**src/rtl/jac_pkg.sv**
```systemverilog
package jac_pkg;

	localparam int CAL_W = 10;
	localparam int DEN_W = 10;
	localparam int POS_W = 9;

	typedef logic [1:0] axis_t;

	localparam axis_t AXIS_YAW   = 2'd0;
	localparam axis_t AXIS_PITCH = 2'd1;
	localparam axis_t AXIS_ROLL  = 2'd2;
	localparam axis_t AXIS_ELEV  = 2'd3;

	typedef logic [1:0] reg_idx_t;

	localparam reg_idx_t REG_YAW   = 2'd0;
	localparam reg_idx_t REG_PITCH = 2'd1;
	localparam reg_idx_t REG_ROLL  = 2'd2;
	localparam reg_idx_t REG_ELEV  = 2'd3;

	localparam logic [29:0] YAW_CAL_RST   = 30'd986666808;
	localparam logic [29:0] PITCH_CAL_RST = 30'd525190334;
	localparam logic [29:0] ROLL_CAL_RST  = 30'd1012895569;
	localparam logic [19:0] ELEV_CAL_RST  = 20'd904486;

	typedef struct packed {
		logic [29:0] yaw;
		logic [29:0] pitch;
		logic [29:0] roll;
		logic [19:0] elev;
	} cal_set_t;

endpackage

```
**src/rtl/jac_front.sv**
```systemverilog
module jac_front #(
	parameter int ADC_BITS   = 10,
	parameter int OVERSAMPLE = 8,
	parameter int SUM_W      = 13,
	parameter int CNT_W      = 3
) (
	input  logic                 clk,
	input  logic                 arst_n,
	input  logic                 sample_valid,
	output logic                 sample_ready,
	input  logic [9:0]           sample,
	input  jac_pkg::axis_t       mode,
	output logic                 q_push,
	output logic [SUM_W+1:0]     q_data,
	input  logic                 q_ready
);
	import jac_pkg::*;

	localparam logic [9:0] SMASK = 10'((1 << ADC_BITS) - 1);
	localparam logic [CNT_W-1:0] CNT_LAST = CNT_W'(OVERSAMPLE - 1);

	logic [SUM_W-1:0] sum_q [4];
	logic [CNT_W-1:0] cnt_q [4];
	logic [SUM_W-1:0] sum_new;
	logic             last;
	logic             accept;

	always_comb begin
		sum_new      = sum_q[mode] + SUM_W'(sample & SMASK);
		last         = cnt_q[mode] == CNT_LAST;
		sample_ready = q_ready;
		accept       = sample_valid && q_ready;
		q_push       = accept && last;
		q_data       = {mode, sum_new};
	end

	always_ff @(posedge clk or negedge arst_n) begin
		if (!arst_n) begin
			for (int i = 0; i < 4; i++) begin
				sum_q[i] <= '0;
				cnt_q[i] <= '0;
			end
		end else if (accept) begin
			if (last) begin
				sum_q[mode] <= '0;
				cnt_q[mode] <= '0;
			end else begin
				sum_q[mode] <= sum_new;
				cnt_q[mode] <= cnt_q[mode] + 1'b1;
			end
		end
	end

endmodule

```
**src/rtl/jac_fifo.sv**
```systemverilog
module jac_fifo #(
	parameter int W = 16
) (
	input  logic         clk,
	input  logic         arst_n,
	input  logic         push,
	input  logic [W-1:0] push_data,
	output logic         push_ready,
	input  logic         pop,
	output logic [W-1:0] pop_data,
	output logic         pop_valid
);
	import jac_pkg::*;

	logic [W-1:0] mem_q [2];
	logic         wr_ptr_q;
	logic         rd_ptr_q;
	logic [1:0]   cnt_q;

	assign push_ready = cnt_q != 2'd2;
	assign pop_valid  = cnt_q != 2'd0;
	assign pop_data   = mem_q[rd_ptr_q];

	always_ff @(posedge clk) begin
		if (push) begin
			mem_q[wr_ptr_q] <= push_data;
		end
	end

	always_ff @(posedge clk or negedge arst_n) begin
		if (!arst_n) begin
			wr_ptr_q <= 1'b0;
			rd_ptr_q <= 1'b0;
			cnt_q    <= 2'd0;
		end else begin
			if (push) begin
				wr_ptr_q <= ~wr_ptr_q;
			end
			if (pop) begin
				rd_ptr_q <= ~rd_ptr_q;
			end
			case ({push, pop})
				2'b10: cnt_q <= cnt_q + 2'd1;
				2'b01: cnt_q <= cnt_q - 2'd1;
				default: cnt_q <= cnt_q;
			endcase
		end
	end

endmodule

```
**src/rtl/jac_div.sv**
```systemverilog
module jac_div #(
	parameter int NW = 20,
	parameter int DW = 10
) (
	input  logic          clk,
	input  logic          arst_n,
	input  logic          start,
	input  logic [NW-1:0] num,
	input  logic [DW-1:0] den,
	output logic          done,
	output logic [NW-1:0] quo
);
	import jac_pkg::*;

	localparam int CW = $clog2(NW + 1);

	logic [DW-1:0] rem_q;
	logic [DW-1:0] den_q;
	logic [NW-1:0] quo_q;
	logic [CW-1:0] cnt_q;
	logic          busy_q;
	logic          done_q;
	logic [DW:0]   trial;
	logic [DW:0]   trial_sub;
	logic          ge;

	always_comb begin
		trial     = {rem_q, quo_q[NW-1]};
		trial_sub = trial - {1'b0, den_q};
		ge        = trial >= {1'b0, den_q};
	end

	assign done = done_q;
	assign quo  = quo_q;

	always_ff @(posedge clk) begin
		if (start) begin
			rem_q <= '0;
			den_q <= den;
			quo_q <= num;
		end else if (busy_q) begin
			rem_q <= ge ? trial_sub[DW-1:0] : trial[DW-1:0];
			quo_q <= {quo_q[NW-2:0], ge};
		end
	end

	always_ff @(posedge clk or negedge arst_n) begin
		if (!arst_n) begin
			busy_q <= 1'b0;
			done_q <= 1'b0;
			cnt_q  <= '0;
		end else begin
			done_q <= 1'b0;
			if (start) begin
				busy_q <= 1'b1;
				cnt_q  <= CW'(NW);
			end else if (busy_q) begin
				cnt_q <= cnt_q - 1'b1;
				if (cnt_q == CW'(1)) begin
					busy_q <= 1'b0;
					done_q <= 1'b1;
				end
			end
		end
	end

endmodule

```
**src/rtl/jac_back.sv**
```systemverilog
module jac_back #(
	parameter int ADC_BITS   = 10,
	parameter int OVERSAMPLE = 8,
	parameter int OUT_BITS   = 8,
	parameter int SUM_W      = 13
) (
	input  logic                  clk,
	input  logic                  arst_n,
	input  logic                  q_valid,
	output logic                  q_pop,
	input  logic [SUM_W+1:0]      q_data,
	input  jac_pkg::cal_set_t     cal,
	output logic                  result_valid,
	input  logic                  result_ready,
	output jac_pkg::axis_t        axis,
	output logic signed [8:0]     position,
	output logic                  cal_error
);
	import jac_pkg::*;

	localparam int XW    = (ADC_BITS > CAL_W) ? ADC_BITS : CAL_W;
	localparam int MAG_W = XW + ADC_BITS;
	localparam int NW    = (MAG_W > SUM_W) ? MAG_W : SUM_W;
	localparam int SHIFT = (ADC_BITS > OUT_BITS) ? ADC_BITS - OUT_BITS : 0;
	localparam int PW    = (OUT_BITS + 1 > POS_W) ? OUT_BITS + 1 : POS_W;
	localparam int REC_S = SUM_W + $clog2(OVERSAMPLE);
	localparam int REC_W = SUM_W + 1;
	localparam int PRD_W = SUM_W + REC_W;

	localparam logic [XW-1:0]       FULL_X    = XW'((1 << ADC_BITS) - 1);
	localparam logic [ADC_BITS-1:0] K_FULL    = ADC_BITS'((1 << ADC_BITS) - 1);
	localparam logic [ADC_BITS-1:0] K_HALF    = ADC_BITS'(1 << (ADC_BITS - 1));
	localparam logic [ADC_BITS-1:0] K_HALF_M1 = ADC_BITS'((1 << (ADC_BITS - 1)) - 1);
	localparam logic [NW-1:0]       LIM_E     = NW'((1 << OUT_BITS) - 1);
	localparam logic [NW-1:0]       LIM_P     = NW'((1 << (OUT_BITS - 1)) - 1);
	localparam logic [NW-1:0]       LIM_N     = NW'(1 << (OUT_BITS - 1));
	localparam logic [REC_W-1:0]    REC_M     =
		REC_W'(((1 << REC_S) + OVERSAMPLE - 1) / OVERSAMPLE);

	typedef enum logic [2:0] {
		ST_IDLE,
		ST_AVG,
		ST_MUL,
		ST_START,
		ST_DIV,
		ST_OUT
	} state_t;

	state_t              state_q;
	axis_t               axis_q;
	logic [XW-1:0]       avg_q;
	logic [XW-1:0]       dmag_q;
	logic [ADC_BITS-1:0] k_q;
	logic [DEN_W-1:0]    den_q;
	logic                neg_q;
	logic                err_q;
	logic [MAG_W-1:0]    prod_q;
	logic                res_valid_q;
	axis_t               res_axis_q;
	logic [8:0]          res_pos_q;
	logic                res_err_q;

	logic                div_start;
	logic [NW-1:0]       div_num;
	logic [DEN_W-1:0]    div_den;
	logic                div_done;
	logic [NW-1:0]       div_quo;

	logic [PRD_W-1:0]    avg_prod;
	logic [29:0]         word;
	logic [CAL_W-1:0]    c_mn;
	logic [CAL_W-1:0]    c_mx;
	logic [CAL_W-1:0]    c_rest;
	logic [XW-1:0]       avg_x;
	logic [XW-1:0]       x_e;
	logic                above;
	logic [XW:0]         dd;
	logic [CAL_W:0]      ee;
	logic [ADC_BITS-1:0] k_sel;
	logic [XW-1:0]       dmag;
	logic [DEN_W-1:0]    emag;
	logic [NW-1:0]       red;
	logic [NW-1:0]       mag_c;
	logic [PW-1:0]       pv;
	logic                out_free;

	jac_div #(
		.NW(NW),
		.DW(DEN_W)
	) u_div (
		.clk   (clk),
		.arst_n(arst_n),
		.start (div_start),
		.num   (div_num),
		.den   (div_den),
		.done  (div_done),
		.quo   (div_quo)
	);

	always_comb begin
		q_pop     = (state_q == ST_IDLE) && q_valid;
		avg_prod  = PRD_W'(q_data[SUM_W-1:0]) * PRD_W'(REC_M);
		div_start = (state_q == ST_START);
		div_num   = NW'(prod_q);
		div_den   = den_q;
	end

	always_comb begin
		case (axis_q)
			AXIS_YAW:   word = cal.yaw;
			AXIS_PITCH: word = cal.pitch;
			AXIS_ROLL:  word = cal.roll;
			default:    word = {10'd0, cal.elev};
		endcase
		c_mn   = word[9:0];
		c_mx   = word[19:10];
		c_rest = word[29:20];
		avg_x  = avg_q;
		x_e    = FULL_X - avg_x;
		above  = avg_x > XW'(c_rest);
		if (axis_q == AXIS_ELEV) begin
			dd    = {1'b0, x_e} - {1'b0, XW'(c_mn)};
			ee    = {1'b0, c_mx} - {1'b0, c_mn};
			k_sel = K_FULL;
		end else if (above) begin
			dd    = {1'b0, avg_x} - {1'b0, XW'(c_rest)};
			ee    = {1'b0, c_mx} - {1'b0, c_rest};
			k_sel = K_HALF_M1;
		end else begin
			dd    = {1'b0, XW'(c_rest)} - {1'b0, avg_x};
			ee    = {1'b0, c_mn} - {1'b0, c_rest};
			k_sel = K_HALF;
		end
		dmag = dd[XW] ? XW'(~dd + 1'b1) : dd[XW-1:0];
		emag = ee[CAL_W] ? DEN_W'(~ee + 1'b1) : ee[DEN_W-1:0];
	end

	always_comb begin
		red = div_quo >> SHIFT;
		if (axis_q == AXIS_ELEV) begin
			mag_c = neg_q ? '0 : ((red > LIM_E) ? LIM_E : red);
		end else if (neg_q) begin
			mag_c = (red > LIM_N) ? LIM_N : red;
		end else begin
			mag_c = (red > LIM_P) ? LIM_P : red;
		end
		pv = PW'(mag_c);
		if (neg_q) begin
			pv = -pv;
		end
		if (err_q) begin
			pv = '0;
		end
		out_free = !res_valid_q || result_ready;
	end

	assign result_valid = res_valid_q;
	assign axis         = res_axis_q;
	assign position     = $signed(res_pos_q);
	assign cal_error    = res_err_q;

	always_ff @(posedge clk) begin
		if (q_pop) begin
			axis_q <= q_data[SUM_W+1:SUM_W];
			avg_q  <= XW'(avg_prod >> REC_S);
		end
		if (state_q == ST_AVG) begin
			dmag_q <= dmag;
			k_q    <= k_sel;
			den_q  <= emag;
			neg_q  <= dd[XW] ^ ee[CAL_W];
			err_q  <= ee == '0;
		end
		if (state_q == ST_MUL) begin
			prod_q <= MAG_W'(dmag_q) * MAG_W'(k_q);
		end
	end

	always_ff @(posedge clk or negedge arst_n) begin
		if (!arst_n) begin
			state_q     <= ST_IDLE;
			res_valid_q <= 1'b0;
			res_axis_q  <= AXIS_YAW;
			res_pos_q   <= '0;
			res_err_q   <= 1'b0;
		end else begin
			if (state_q == ST_OUT && out_free) begin
				res_valid_q <= 1'b1;
				res_axis_q  <= axis_q;
				res_pos_q   <= pv[8:0];
				res_err_q   <= err_q;
			end else if (res_valid_q && result_ready) begin
				res_valid_q <= 1'b0;
			end
			case (state_q)
				ST_IDLE: begin
					if (q_valid) begin
						state_q <= ST_AVG;
					end
				end
				ST_AVG: state_q <= (ee == '0) ? ST_OUT : ST_MUL;
				ST_MUL: state_q <= ST_START;
				ST_START: state_q <= ST_DIV;
				ST_DIV: begin
					if (div_done) begin
						state_q <= ST_OUT;
					end
				end
				ST_OUT: begin
					if (out_free) begin
						state_q <= ST_IDLE;
					end
				end
				default: state_q <= ST_IDLE;
			endcase
		end
	end

endmodule

```
**src/rtl/joystick_axis_calibrator_core.sv**
```systemverilog
// Channel  Handshake                   Payload
// sample   sample_valid/sample_ready   sample, mode
// result   result_valid/result_ready   axis, position, cal_error
// config   psel/penable/pwrite/pready  paddr, pwdata, prdata
//
// The front takes one sample per cycle and queues each completed axis (two entries).
// The back takes one axis at a time: IDLE, AVG, MUL, START, DIV, OUT, with an NW-bit
// divider, NW = max(max(ADC_BITS,10)+ADC_BITS, sum width); AVG goes to OUT on a zero span.
// Reset clears all sums and counts at once and loads default calibration.
// The front stalls only while the queue is full; the back holds a finished
// result in its output register until it is taken.
module joystick_axis_calibrator_core #(
	parameter int ADC_BITS   = 10,
	parameter int OVERSAMPLE = 8,
	parameter int OUT_BITS   = 8
) (
	input  logic                 clk,
	input  logic                 arst_n,
	input  logic                 psel,
	input  logic                 penable,
	input  logic                 pwrite,
	input  logic [3:0]           paddr,
	input  logic [31:0]          pwdata,
	output logic [31:0]          prdata,
	output logic                 pready,
	input  logic                 sample_valid,
	output logic                 sample_ready,
	input  logic [9:0]           sample,
	input  jac_pkg::axis_t       mode,
	output logic                 result_valid,
	input  logic                 result_ready,
	output jac_pkg::axis_t       axis,
	output logic signed [8:0]    position,
	output logic                 cal_error
);
	import jac_pkg::*;

	localparam int SUM_W = $clog2(OVERSAMPLE * 1023 + 1);
	localparam int CNT_W = (OVERSAMPLE > 1) ? $clog2(OVERSAMPLE) : 1;

	logic [29:0]      yaw_cal_q;
	logic [29:0]      pitch_cal_q;
	logic [29:0]      roll_cal_q;
	logic [19:0]      elev_cal_q;
	cal_set_t         cal;
	logic             cfg_wr;
	reg_idx_t         reg_idx;

	logic             q_push;
	logic [SUM_W+1:0] q_push_data;
	logic             q_ready;
	logic             q_pop;
	logic [SUM_W+1:0] q_pop_data;
	logic             q_valid;

	assign pready  = 1'b1;
	assign cfg_wr  = psel && penable && pwrite;
	assign reg_idx = paddr[3:2];
	assign cal     = '{yaw: yaw_cal_q, pitch: pitch_cal_q, roll: roll_cal_q, elev: elev_cal_q};

	always_comb begin
		case (reg_idx)
			REG_YAW:   prdata = {2'd0, yaw_cal_q};
			REG_PITCH: prdata = {2'd0, pitch_cal_q};
			REG_ROLL:  prdata = {2'd0, roll_cal_q};
			REG_ELEV:  prdata = {12'd0, elev_cal_q};
			default:   prdata = '0;
		endcase
	end

	always_ff @(posedge clk or negedge arst_n) begin
		if (!arst_n) begin
			yaw_cal_q   <= YAW_CAL_RST;
			pitch_cal_q <= PITCH_CAL_RST;
			roll_cal_q  <= ROLL_CAL_RST;
			elev_cal_q  <= ELEV_CAL_RST;
		end else if (cfg_wr) begin
			case (reg_idx)
				REG_YAW:   yaw_cal_q   <= pwdata[29:0];
				REG_PITCH: pitch_cal_q <= pwdata[29:0];
				REG_ROLL:  roll_cal_q  <= pwdata[29:0];
				REG_ELEV:  elev_cal_q  <= pwdata[19:0];
				default:   yaw_cal_q   <= yaw_cal_q;
			endcase
		end
	end

	jac_front #(
		.ADC_BITS  (ADC_BITS),
		.OVERSAMPLE(OVERSAMPLE),
		.SUM_W     (SUM_W),
		.CNT_W     (CNT_W)
	) u_front (
		.clk         (clk),
		.arst_n      (arst_n),
		.sample_valid(sample_valid),
		.sample_ready(sample_ready),
		.sample      (sample),
		.mode        (mode),
		.q_push      (q_push),
		.q_data      (q_push_data),
		.q_ready     (q_ready)
	);

	jac_fifo #(
		.W(SUM_W + 2)
	) u_fifo (
		.clk       (clk),
		.arst_n    (arst_n),
		.push      (q_push),
		.push_data (q_push_data),
		.push_ready(q_ready),
		.pop       (q_pop),
		.pop_data  (q_pop_data),
		.pop_valid (q_valid)
	);

	jac_back #(
		.ADC_BITS  (ADC_BITS),
		.OVERSAMPLE(OVERSAMPLE),
		.OUT_BITS  (OUT_BITS),
		.SUM_W     (SUM_W)
	) u_back (
		.clk         (clk),
		.arst_n      (arst_n),
		.q_valid     (q_valid),
		.q_pop       (q_pop),
		.q_data      (q_pop_data),
		.cal         (cal),
		.result_valid(result_valid),
		.result_ready(result_ready),
		.axis        (axis),
		.position    (position),
		.cal_error   (cal_error)
	);

	assert property (@(posedge clk) disable iff (!arst_n) q_push |-> q_ready)
		else $error("queue push while full");

	assert property (@(posedge clk) disable iff (!arst_n) q_pop |-> q_valid)
		else $error("queue pop while empty");

	assert property (@(posedge clk) disable iff (!arst_n)
		result_valid && cal_error |-> position == 9'sd0)
		else $error("calibration error with nonzero position");

	assert property (@(posedge clk) disable iff (!arst_n)
		result_valid && axis == AXIS_ELEV && OUT_BITS <= 8 |-> !position[8])
		else $error("negative elevation position");

endmodule
```
**config.mk**
```make
export PLATFORM = sky130hd
export DESIGN_NAME = joystick_axis_calibrator_core
export DESIGN_NICKNAME = d
export VERILOG_FILES = /design/src/rtl/jac_pkg.sv /design/src/rtl/jac_front.sv /design/src/rtl/jac_fifo.sv /design/src/rtl/jac_div.sv /design/src/rtl/jac_back.sv /design/src/rtl/joystick_axis_calibrator_core.sv
export SDC_FILE = /design/constraint.sdc
export NUM_CORES = 1
export LEC_CHECK = 0
export BUFFER_PORTS_ARGS = -buffer_cell sky130_fd_sc_hd__buf_4
export CAP_MARGIN = 20
export CORE_MARGIN = 3
export CORE_UTILIZATION = 50
export CTS_CLUSTER_SIZE = 14
export DETAILED_ROUTE_END_ITERATION = 16
export GPL_TIMING_DRIVEN = 0
export PLACE_DENSITY = 0.74
export SYNTH_ARGS = -nofsm -noshare
export SYNTH_HDL_FRONTEND = slang
export SYNTH_SLANG_ARGS = --single-unit
```
**constraint.sdc**
```tcl
create_clock -name clk -period 9.9 [get_ports clk]
set_clock_uncertainty 0.15 [all_clocks]
set_input_delay 1.485 -clock clk [delete_from_list [all_inputs] [get_ports clk]]
set_output_delay 1.485 -clock clk [all_outputs]
set_load 0.02 [all_outputs]
```
# [Yosys cells after proc, flatten, opt, wreduce, memory -nomap -nowiden]
# Memory sizes are Yosys's and may differ from the RTL's. A register that Yosys moved wholly into a read port is not among the register bits.
# Cells that the tools add are included.
[op_classes] add_sub_neg=16 n_mul=1 magnitude_cmp=7 eq_ne=19 muxes=52 n_bitwise=10 reduce_logical=23
[ops] cell="32-bit case mux with 4 select lines" n=1
[ops] cell="30-bit case mux with 3 select lines" n=1
[ops] cell="9-bit two-way mux" n=8
[ops] cell="10-bit by 10-bit subtractor with 11-bit output" n=6
[ops] cell="52-bit AND" n=1
[ops] cell="52-bit bitwise mux" n=1
[ops] cell="52-bit two-way mux" n=1
[ops] cell="52-bit inverter" n=1
[ops] cell="11-bit two-way mux" n=4
[ops] cell="10-bit two-way mux" n=4
[ops] cell="20-bit two-way mux" n=2
[ops] cell="13-bit two-way mux" n=3
[ops] cell="18-bit by 8-bit greater-than comparator with 1-bit output (second input constant)" n=2
[ops] cell="13-bit binary-select mux with 2-bit select" n=1
[ops] cell="13-bit demux with 2-bit select" n=1
[ops] cell="3-bit two-way mux" n=7
[ops] cell="10-bit by 1-bit adder with 10-bit output (second input constant)" n=2
[ops] cell="10-bit by 10-bit multiplier with 20-bit output" n=1
[ops] cell="10-bit inverter" n=2
[ops] cell="18-bit by 7-bit greater-than comparator with 1-bit output (second input constant)" n=1
[ops] cell="3-bit case mux with 6 select lines" n=1
[ops] cell="13-bit by 10-bit adder with 13-bit output" n=1
[ops] cell="12-bit AND" n=1
[ops] cell="12-bit bitwise mux" n=1
[ops] cell="38 further kinds" n=74
[word_totals] regBits=293 mem_bits_rw=30 input_bits=55 word_cells=161 memories=1
[mem_list] memory="u_fifo.mem_q" words=2 width=15 read_ports=1 rd_clocked_by_memory_dff=1 wr=1 line="jac_fifo.sv:15" source="logic [W-1:0] mem_q [2];"

# [Longest topological paths before layout]
[logic_depth] ltp_word=8 mapped_depth=28 mapped_depth_nobuf=23

# [Cells and area by module]
# From an unflattened synthesis, not the netlist that was laid out.
[unflattened] hier_cells=1826 area_unflattened_um2=21315.4
[modules_own_cells] module="jac_back" instances=1 cells_per_inst=924 area_each_um2=8992.4
[modules_own_cells] module="joystick_axis_calibrator_core" instances=1 cells_per_inst=303 area_each_um2=5022.3
[modules_own_cells] module="jac_front" instances=1 cells_per_inst=328 area_each_um2=3533.4
[modules_own_cells] module="jac_div" instances=1 cells_per_inst=208 area_each_um2=2446.1
[modules_own_cells] module="jac_fifo" instances=1 cells_per_inst=63 area_each_um2=1321.3

# [Least setup slack after synthesis]
# OpenSTA, ideal clock, no wires.
[synth_timing] path_kind="reg-to-reg" start="register u_back.axis_q[0], read port of u_fifo.mem_q" end="register u_back.den_q[7], data pin" arrival_time_ns=5.835 required_time_ns=9.485 path_slack_ns=3.650 path_stages_with_launch=26 n_path_buf=5 synth_period_minus_slack_ns=6.250 cell_sequence="edfxtp_1 > buf_2 > buf_1 > clkbuf_1 > mux2i_1 > o21a_1 > inv_1 > ha_1 > nand2b_1 > a21oi_1 > o21bai_2 > a21oi_2 > clkbuf_1 > clkbuf_1 > nand2_1 > o21ai_0 > ha_1 > a21o_1 > a21oi_1 > nor2_1 > o31ai_1 > a21oi_1 > a2111o_1 > nand3_1 > o21ai_0 > xor2_1"
[synth_between] elab_chain_cells=8 word_cells_on_any_way=14 classes_between="add/sub (4); order compare (1); eq/ne (3); mux (4); bitwise (1); reduce/logical (1)"
[synth_lines] element="start: declaration" line="jac_back.sv:50" source="axis_t axis_q;"
[synth_lines] element="2-bit equality test, or another cell as far along" line="jac_back.sv:109" source="case (axis_q)"
[synth_lines] element="30-bit case mux with 3 select lines" line="jac_back.sv:109"
[synth_lines] element="10-bit by 10-bit subtractor with 11-bit output, or another cell as far along" line="jac_back.sv:131" source="ee = {1'b0, c_mn} - {1'b0, c_rest};"
[synth_lines] element="11-bit two-way mux" line="jac_back.sv:125" source="end else if (above) begin"
[synth_lines] element="11-bit two-way mux *" line="jac_back.sv:121" source="if (axis_q == AXIS_ELEV) begin"
[synth_lines] element="10-bit inverter" line="jac_back.sv:135" source="emag = ee[CAL_W] ? DEN_W'(~ee + 1'b1) : ee[DEN_W-1:0];"
[synth_lines] element="10-bit by 1-bit adder with 10-bit output" line="jac_back.sv:135"
[synth_lines] element="10-bit two-way mux *" line="jac_back.sv:135"
[synth_lines] element="net u_back.emag[7]" line="jac_back.sv:81" source="logic [DEN_W-1:0] emag;"
[synth_lines] element="end signal: assignment" line="jac_back.sv:170" source="den_q <= emag;"
[synth_lines] element="end: declaration" line="jac_back.sv:54" source="logic [DEN_W-1:0] den_q;"
# Mark *: on every way through the listed nets, which the timed path passes. The rest lies on a longest branch.
# A chain may end at the register's enable or synchronous reset.

# [Final worst setup path]
[layout_timing] start="register u_back.axis_q[0], read port of u_fifo.mem_q" end="register u_back.den_q[9], data pin"
# Same word-level chain as after synthesis.

==> reports/metrics.csv <==
stage,metric,value,unit
outcome,outcome,finished clean,
job,maxCapViolations,0,
setup_path,required,10000,ps
synthesis,synth_cell_types,80,
sta,final.min_clock_period,8170,ps
drt,wl_per_cell,18.7,um
global_route,grt-ovfl-total,0,
worst_hold_path,hold_class,reg2reg,
setup_path,crit_family,compound AO/OA/AOI/OAI gates,
drt,vias,14100,
sta,clock.fmax,0.122,GHz
clock_network,cts_hold_buf,0,
setup_path,crit_fanout,10,
floorplanning,die_width,208,um
sta,min_period_over_period,0.825,
clock_network,cts_tree,done,
clock_network,clkSinkCount,321,
clock_network,cts-buffers-inserted,34,
synthesis,synth-seq-cells,321,
final_layout,drive_gt1_frac,0.246,
setup_path,critPathMaxStageDelay,670,ps
floorplanning,start_util,0.510,
final_layout,n_antenna_cell,0,
synthesis,ys_seq_area_frac,0.421,
drt,drc_errors,0,
floorplanning,rows,73,
synthesis,syn_avg_cell_area,11.5,um^2
clock_network,cts_buffer_depth,3,
synthesis,syn_area,20500,um^2
sta,slew_viol_final,0,
synthesis,ys_warn_count,0,
global_route,grt_pass1_vias,14700,
synthesis,synth_flop_cell,dfrtp_1,
drt,ant_nets,0,
drt,dr.pass1.iters,6,
synthesis,async_flop_share,0.626,
clock_network,post_cts.repair.setup_buffers,0,
sta,final-hold-violation-count,0,
place,dp_hpwl,34700,um
clock_network,h-tree-depth,2,
setup_path,end_kind,flip-flop,
sta,finalSetupTns,0,ps
clock_network,clkLatencyLatePin,530,ps
setup_path,cp_num_buf_inv,6,
final_layout,area_delta_synth_final,12.3,%
floorplanning,die_h,208,um
final_layout,nFillCells,3241,
floorplanning,dieArea,43400,um^2
global_route,grt_max_degree,120,
drt,via_per_inst,5.73,
global_route,antenna_found_initial,0,
drt,wl,46200,um
final_layout,multi_input_area,11000,um^2
setup_path,start_kind,flip-flop,
final_layout,final-seq-area,8610,um^2
clock_network,post_cts_resized,0,
clock_network,root_buffer,clkbuf_16,
setup_path,crit_path_top_delay_cell,clkbuf_1,
synthesis,netlist_instances,1783,
place,io_buffers,92,
setup_path,cp.arrival,8270,ps
sta,rsz0062_at_grt,no,
final_layout,final_nets,2160,
setup_path,setup.worst_path.class,reg2reg,
clock_network,clk_pin_slew,60,ps
global_route,grt_first_pass_wirelength,75200,um
floorplanning,io-pin-count,102,
floorplanning,core,40100,um^2
drt,drt_iter0_drc,1078,
setup_path,reg2reg_slack,1730,ps
synthesis,synth_edf_count,110,
sta,setup_violations,0,
place,globalplace.congestion,0.947,
sta,worst_pin_slew,991,ps
global_route,grt.total_usage,0.212,
sta,slew_headroom,0.334,
[worst paths after layout]
kind                             startpoint               endpoint  cells after the start
hold reg to reg             u_back.den_q[4]  u_back.u_div.den_q[4]                      0
min in group asynchronous            arst_n     u_back.position[1]                      1
setup reg to reg           u_back.axis_q[0]        u_back.den_q[9]                     25
setup / recovery           u_back.axis_q[0]        u_back.den_q[9]                     25
hold / removal              u_back.den_q[4]  u_back.u_div.den_q[4]                      0
max in group asynchronous            arst_n      u_front.sum_q[29]                      2
[metrics by stage]
step	hold slack (ps)	setup slack (ps)	instances	cell area (um^2)	utilization
floorplan	250	3650	1784	20500	-
global placement	252	1960	2401	21800	0.544
detailed placement	257	1850	2404	21900	0.546
CTS	267	1840	2466	23000	0.573
global route	272	1260	2467	23000	0.573
finish	264	1730	2467	23000	0.573
[flip-flops by register name (all words and copies together), names as in the netlist, 12 cells and up]
register / count
u_back.u_div.quo: 20
u_front.cnt_q: 12
u_front.sum_q: 52
elev_cal_q: 20
roll_cal_q: 30
u_back.div_num: 20
yaw_cal_q: 30
pitch_cal_q: 30
u_fifo.mem_q: 24
[cells by family after synthesis]
group,after synthesis,synth area share
AO/OA/AOI/OAI,284,0.0904
XOR/XNOR,84,0.0360
adder cells (fa/ha/maj),189,0.138
buffers and inverters,225,0.0432
flip-flops,321,0.421
multiplexers,264,0.174
other,2,0.000367
AND/OR/NAND/NOR,414,0.0969
[per-layer routing]
layer	up-vias	part of all wire	track usage
met4	0	0.026	0.0658
met2	430	0.49	0.358
met5	-	0	0
met3	83	0.060	0.0329
li1	6596	-	-
met1	7017	0.42	0.285
[cell usage in the layout, fill, tap and decap left out, drive strengths merged, types with 61 or more instances in the layout]
cell type  synthesis  layout
inv              146     146
fa                61      61
clkbuf            50     100
o21ai             82      82
a21oi             73      73
mux2             174     174
nor2              80      80
edfxtp           110     110
ha               128     128
nand2            174     174
dfrtp            136     136
buf               28     124
dfstp             65      65
[cell usage after synthesis (5+ instances only)]
master	count	area, um^2
a211oi_1	9	67.6
a21o_1	18	135
a21oi_1	72	360
a22o_1	8	70.1
a31oi_1	9	56.3
and2_1	19	119
and3_1	8	50.1
buf_1	13	48.8
buf_2	8	40.0
buf_4	6	45.0
clkbuf_1	50	188
dfrtp_1	136	3400
dfstp_2	65	1710
dfxtp_1	10	200
edfxtp_1	110	3300
fa_1	61	1220
ha_1	128	1600
inv_1	146	548
mux2_2	173	1950
mux2i_1	34	340
mux4_2	56	1260
nand2_1	174	653
nand2b_1	16	100
nand3_1	22	110
nor2_1	80	300
nor2b_1	25	156
nor3_1	25	125
nor3b_1	5	37.5
nor4_1	7	43.8
o211ai_1	9	67.6
o21a_1	20	150
o21ai_0	74	370
o21ai_1	5	25.0
o21bai_1	12	90.1
o31ai_1	7	52.6
xnor2_1	54	473
xor2_1	30	263
[worst reg2reg max path: stages, from the launching register on]
cell	delay [ps]
edfxtp_1	330
buf_2	320
buf_1	640
clkbuf_1	670
mux2i_1	280
o21a_1	310
inv_1	140
ha_1	330
nand2b_1	90
a21oi_1	380
o21bai_2	170
a21oi_2	440
clkbuf_1	400
clkbuf_1	450
nand2_1	80
o21ai_0	150
ha_1	340
a21o_1	190
a21oi_1	280
nor2_1	70
o31ai_1	290
a21oi_1	170
a2111o_1	440
nand3_1	410
o21ai_0	210
xnor2_1	160
[cell type report]
class / instances / area share
clock buffer: 50 / 0.0424
buffer: 78 / 0.0145
timing repair buffer: 96 / 0.0329
clock inverter: 12 / 0.00490
tap: 525 / 0.0286
sequential: 321 / 0.375
multi-input combinational: 1238 / 0.478
inverter: 147 / 0.0240
Power is left out: the tool's default activity adds up to more than one toggle a clock period on the data nets, which glitch-free logic cannot reach.
